--- src/rtl/dcenu_pkg.sv ---
`timescale 1ns / 1ps
package dcenu_pkg;

  // Fixed-point scaling
  localparam int COEF_FRAC_BITS = 14;
  localparam int DATA_FRAC_BITS = 15;

  // Field widths
  localparam int CW = 16;        // coefficient register width
  localparam int DW = 17;        // point / result width
  localparam int NW = DW + 1;    // n after adding one

  // Register file
  localparam int NUM_REGS = 6;
  localparam int IDX_W    = 3;

  typedef enum logic [IDX_W-1:0] {
    REG_SIN_HA  = 3'd0,
    REG_COS_HA  = 3'd1,
    REG_SIN_DEC = 3'd2,
    REG_COS_DEC = 3'd3,
    REG_SIN_LAT = 3'd4,
    REG_COS_LAT = 3'd5
  } reg_idx_t;

  localparam logic signed [CW-1:0] COEF_ONE = CW'(1 << COEF_FRAC_BITS);

  // Arithmetic widths
  localparam int PW    = 2 * CW;                       // coefficient product
  localparam int ENT_A = CW + 2;
  localparam int ENT_B = 2 * CW + 4 - COEF_FRAC_BITS;
  localparam int ENT_W = (ENT_A > ENT_B) ? ENT_A : ENT_B; // matrix entry
  localparam int SW    = ENT_W + CW + 2;               // second-level sum

  // Cycles from a register change to a settled matrix
  localparam int MAT_LAT = 4;
  localparam int BUSY_W  = $clog2(MAT_LAT + 1);

  // Queue between front and back
  localparam int FIFO_DEPTH = 4;
  localparam int PTR_W      = $clog2(FIFO_DEPTH);
  localparam int CNT_W      = $clog2(FIFO_DEPTH + 1);

  typedef struct packed {
    logic signed [DW-1:0] l;
    logic signed [DW-1:0] m;
    logic signed [NW-1:0] n;
    logic                 last;
  } item_t;

  typedef struct packed {
    logic signed [ENT_W-1:0] e0;
    logic signed [ENT_W-1:0] e1;
    logic signed [ENT_W-1:0] e2;
    logic signed [ENT_W-1:0] n0;
    logic signed [ENT_W-1:0] n1;
    logic signed [ENT_W-1:0] n2;
    logic signed [ENT_W-1:0] u0;
    logic signed [ENT_W-1:0] u1;
    logic signed [ENT_W-1:0] u2;
  } mat_t;

  typedef struct packed {
    logic full;
    logic empty;
  } fifo_stat_t;

  // Round half up, then drop the coefficient fraction
  function automatic logic signed [ENT_W-1:0] rnd_p(input logic signed [PW:0] v);
    logic signed [PW:0] w;
    w = v + ((PW + 1)'(1) <<< (COEF_FRAC_BITS - 1));
    return ENT_W'(w >>> COEF_FRAC_BITS);
  endfunction

  function automatic logic signed [ENT_W-1:0] rnd_s(input logic signed [SW-1:0] v);
    logic signed [SW-1:0] w;
    w = v + (SW'(1) <<< (COEF_FRAC_BITS - 1));
    return ENT_W'(w >>> COEF_FRAC_BITS);
  endfunction

endpackage

--- src/rtl/dcenu_fifo.sv ---
`timescale 1ns / 1ps
module dcenu_fifo (
  input  logic                   clk,
  input  logic                   rst_n,
  input  logic                   push,
  input  dcenu_pkg::item_t       push_item,
  input  logic                   pop,
  output dcenu_pkg::item_t       pop_item,
  output dcenu_pkg::fifo_stat_t  stat
);

  localparam int DEPTH = dcenu_pkg::FIFO_DEPTH;
  localparam int PTR_W = dcenu_pkg::PTR_W;
  localparam int CNT_W = dcenu_pkg::CNT_W;

  dcenu_pkg::item_t mem_r [DEPTH];
  logic [PTR_W-1:0] wr_ptr_r, rd_ptr_r;
  logic [CNT_W-1:0] cnt_r;

  // Pointers and fill count
  always_ff @(posedge clk) begin
    if (!rst_n) begin
      wr_ptr_r <= '0;
      rd_ptr_r <= '0;
      cnt_r    <= '0;
    end else begin
      if (push) wr_ptr_r <= wr_ptr_r + 1'b1;
      if (pop)  rd_ptr_r <= rd_ptr_r + 1'b1;
      unique case ({push, pop})
        2'b10:   cnt_r <= cnt_r + 1'b1;
        2'b01:   cnt_r <= cnt_r - 1'b1;
        default: cnt_r <= cnt_r;
      endcase
    end
  end

  // Storage
  always_ff @(posedge clk) begin
    if (push) mem_r[wr_ptr_r] <= push_item;
  end

  assign pop_item   = mem_r[rd_ptr_r];
  assign stat.full  = (cnt_r == CNT_W'(DEPTH));
  assign stat.empty = (cnt_r == '0);

  a_no_overflow: assert property (@(posedge clk) disable iff (!rst_n)
    push |-> (!stat.full || pop))
    else $error("queue written while full");

  a_no_underflow: assert property (@(posedge clk) disable iff (!rst_n)
    pop |-> !stat.empty)
    else $error("queue read while empty");

endmodule

--- config.mk ---
export PLATFORM = sky130hd
export DESIGN_NAME = dcenu_fifo
export DESIGN_NICKNAME = d
export VERILOG_FILES = /design/src/rtl/dcenu_pkg.sv /design/src/rtl/dcenu_fifo.sv
export SDC_FILE = /design/constraint.sdc
export NUM_CORES = 1
export LEC_CHECK = 0
export ABC_CLOCK_PERIOD_IN_PS = 2500
export BUFFER_PORTS_ARGS = -buffer_cell sky130_fd_sc_hd__buf_2
export CAP_MARGIN = 20
export CORE_AREA = 2 2 194 148
export DETAILED_ROUTE_END_ITERATION = 8
export DIE_AREA = 0 0 196 150
export GPL_TIMING_DRIVEN = 0
export PLACE_DENSITY = 0.47
export SLEW_MARGIN = 20
export SYNTH_ARGS = -nofsm -noshare
export SYNTH_HDL_FRONTEND = slang
export SYNTH_SLANG_ARGS = --single-unit
--- constraint.sdc ---
create_clock -name clk -period 2.5 [get_ports clk]
set_input_delay 0.25 -clock clk [delete_from_list [all_inputs] [get_ports clk]]
set_output_delay 0.25 -clock clk [all_outputs]
set_load 0.02 [all_outputs]
; Yosys cells after proc, flatten, opt, wreduce, memory -nomap -nowiden
; Memories as Yosys holds them, arrays and structs flattened. A register that Yosys moved wholly into a read port is not among the register bits.
; Cells that the tools add are included.
[classes]
add_sub_neg = 4
mul = 0
n_div = 0
n_lt_le_gt_ge = 0
eq_ne = 3
n_shift = 0
mux = 5
n_bitwise = 0
n_reduce_logical = 2
[ops]
columns = op, n
row1 = case mux 3 bit (2 select lines), 1
row2 = adder 2 x 1 -> 2 bit (second input constant), 2
row3 = two-way mux 2 bit, 2
row4 = adder 3 x 1 -> 3 bit (second input constant), 1
row5 = equality test 3 bit (second input constant), 1
row6 = logical NOT 3 bit, 1
row7 = subtractor 3 x 1 -> 3 bit (second input constant), 1
row8 = equality test 2 x 1 -> 1 bit (second input constant), 1
row9 = equality test 2 bit (second input constant), 1
row10 = two-way mux 1 bit, 2
row11 = nonzero test 2 bit, 1
[totals]
regBits = 7
latchBits = 0
ramBits = 212
rom_bits = 0
input_bits = 57
out_inout_bits = 55
wordCells = 18
n_memories = 1
[mem_list]
columns = name, depth, width, read_ports, rd_clocked_by_memory_dff, write_ports, line
row1 = mem_r, 4, 53, 1, 1, 1, dcenu_fifo.sv:16  ; dcenu_pkg::item_t mem_r [DEPTH];

; Logic depth before layout (Yosys ltp)
[logic_depth]
ltp_word = 3
mapped_depth = 7
ltp_nobuf = 7

; Worst setup path after synthesis
; OpenSTA, ideal clock, no wires.
[synth_timing]
kind = register -> register
start = reg wr_ptr_r[0]
end = mem mem_r[2][0] (netlist bit), enable pin
setup_time_ps = 416
arrival_ps = 1800
t_required_ps = 2084
setup_slack_ps = 284
path_stages_with_launch = 4
path_buffers = 0
period_less_slack_ps = 2216
cell_sequence = dfxtp_1 inv_1 ha_1 and2_1
[synth_rtl]
columns = element, line
row1 = start: declaration, dcenu_fifo.sv:17  ; logic [PTR_W-1:0] wr_ptr_r, rd_ptr_r;
row2 = start signal: assignment, dcenu_fifo.sv:27  ; if (push) wr_ptr_r <= wr_ptr_r + 1'b1;
row3 = end: declaration, dcenu_fifo.sv:16
; No word-level cell before the write port.

==> impl_metrics.json <==
{
  "outcome": "complete, no violations",
  "grt_overflow_total": 0,
  "slew_viol_final": 0,
  "yosys_warnings": 0,
  "setup_tns_ns": 0,
  "internal-power_uw": 7036,
  "drtIter0Drc": 122,
  "nets": 579,
  "finalWorstPathRequiredPeriod_ns": 2.246,
  "fillers": 2507,
  "final_hold_viol_count": 0,
  "design_area_um2": 10660,
  "clk_latency_ns": 0.51,
  "coreArea_um2": 27590,
  "p_per_area_nw_per_um2": 847.6,
  "crit_path_start_kind": "register",
  "clk_pin_slew_ns": 0.06,
  "vias_per_cell": 4.380,
  "worst-setup-path-type": "register to primary output",
  "grt_pass1_wl_um": 24470,
  "io_pins": 112,
  "yosysSeqAreaShare_pct": 80.21,
  "die_area_um2": 29400,
  "htree_levels": 1,
  "grt_usage_pct": 11.05,
  "syn_area_um2": 8162,
  "p_sw_share_pct": 22.12,
  "seqCellArea_um2": 6546,
  "hold_ws_ns": 0.04481,
  "worstSetupEndpointType": "primary output",
  "cts.sinks": 221,
  "numPortBuffers": 111,
  "setup_viol": 0,
  "synth_fp_nets": 386,
  "min_path_type": "input pin to register",
  "antenna_found_initial": 0,
  "drc_errors": 0,
  "numCtsBuffers": 24,
  "ir_drop_mv": 0.3972,
  "max_slew_margin_pct": 74.09,
  "clock.fmax_mhz": 445.2,
  "dp_cells": 795,
  "cts_tree": "built",
  "grt_setup_unrepaired": "no",
  "cts_setup_buffers": 0,
  "antenna_left": 0,
  "areaGrowthSynthToFinish_pct": 30.60,
  "wl_um": 16130,
  "p_comb_share_pct": 11.3,
  "post_drt_wl_per_cell_um": 18.12,
  "cts-root-buf": "clkbuf_16",
  "final_cells": 890,
  "rows": 53,
  "first_pass_iters": 4,
  "ys_types": 22,
  "ctsLongestPathBuffers": 3,
  "synth-seq-cells": 221,
  "clkPwrFrac_pct": 41.2,
  "die_h_um": 150,
  "num_vias": 3898,
  "antenna_cells": 0,
  "layout_common_cells": "edfxtp_1, buf_2, dlygate4sd3_1, mux4_2, clkbuf_16",
  "worst_pin_slew_ns": 0.3882,
  "cp.arrival_ns": 2.00,
  "grt_max_degree": 36,
  "drv_cap": 0,
  "grt_pass1_vias": 4212,
  "power_leakage_uw": 0.003650,
  "multi_input_area_um2": 1463,
  "die_x_um": 196,
  "hpwl_um": 9811,
  "avgSynthCellArea_um2": 25.27,
  "switchingPower_uw": 1998,
  "crit_path_max_fanout": 10,
  "finalWeightedCongestion": 0.6993,
  "final_util_pct": 38.64,
  "min_period_over_period_pct": 89.84,
  "drive_gt1_share_pct": 40.53,
  "p_seq_share_pct": 47.5,
  "final_common_cell": "edfxtp_1",
  "start_util_pct": 29.59,
  "finClkSkew_ns": 0.008554,
  "required_ns": 2.25,
  "netlist_instances": 323,
  "placed_area_um2": 9284
}
==> repair_timing <==
item / in CTS / in global routing
endpoints found under the setup margin: 1 / 13
hold endpoints to repair: 212 / 0
gates resized for setup: 1 / 0
hold buffers: 53 / 0
==> per-stage QoR <==
step           power, µW  worst slack (ns)
2_1_floorplan       4974            0.2840
3_3_place_gp        5312           -0.9654
5_1_grt             9397            0.1300
3_5_place_dp        5351            0.5493
6_report            9034            0.2540
4_1_cts             9213           0.04092
==> cell usage after synthesis <==
master	n	area [µm²]
o21ai_0	2	10.01
and3_1	1	6.260
dfxtp_1	9	180.2
buf_12	5	100.1
mux4_2	50	1126
buf_2	5	25.02
mux4_1	3	78.83
nor3_1	1	5.000
fa_1	1	20.02
clkbuf_1	1	3.750
buf_6	1	11.26
mux2i_1	1	10.01
nand2_1	2	7.510
ha_1	5	62.56
a21boi_0	1	7.510
and2_1	10	62.56
inv_1	6	22.52
xor2_1	3	26.28
or3_1	1	6.260
nor2b_1	1	6.260
edfxtp_1	212	6366
xnor2_1	2	17.52
==> logic make-up after synthesis <==
logic type | count (synthesis) | share of synthesized area (%)
XOR/XNOR | 5 | 0.5367
buffers and inverters | 18 | 1.993
adder cells (fa/ha/maj) | 6 | 1.012
AND/OR/NAND/NOR | 16 | 1.150
flip-flops | 221 | 80.21
multiplexers | 54 | 14.89
AO/OA/AOI/OAI | 3 | 0.2147
==> power groups by stage <==
stage	Sequential, µW	Clock, µW	Combinational, µW
finish	4290	3720	1020
global route	4310	3990	1100
CTS	4290	3870	1050
detailed placement	4370	0	982
global placement	4370	0	937
floorplan	4360	0	612
==> area by class of cell <==
cell class              count  area share, %
well taps                 357          4.191
multi-input cells          84          13.72
plain buffers              11          1.303
repair buffers            168          11.22
clock buffers              26          5.904
flip-flops and latches    221          61.42
inverters                   6         0.2113
clock inverters            17          2.031
==> critical path, cell delays in order (launching register included) <==
cell and delay (ns):
dfxtp_1 0.55, buf_2 0.37, mux4_2 0.38, buf_2 0.18
==> state kept, by name (all words and copies together), names as in the netlist, named ones only <==
register and count:
cnt_r 3, mem_r 212, rd_ptr_r 2, wr_ptr_r 2
==> path summary, 6_finish.rpt <==
kind,slack [ns],from,depth (start not counted),to
min reg2reg,0.54,cnt_r[2]$_SDFFE_PN0P_,2,cnt_r[2]$_SDFFE_PN0P_
max reg2reg,0.85,cnt_r[0]$_SDFFE_PN0P_,5,cnt_r[2]$_SDFFE_PN0P_
min,0.04,rst_n,2,cnt_r[1]$_SDFFE_PN0P_
max,0.25,register,3,pop_item[14]
==> layer usage <==
metal  up-vias  GRT usage (%)  share of wire [%]
met4         0          3.295                2.7
met2        96          18.35                 47
met3        30          2.344                4.4
met5         -              0                  0
met1      2012          14.70                 46
li1       1760              -                  -
(Power assumes the default switching activity.)
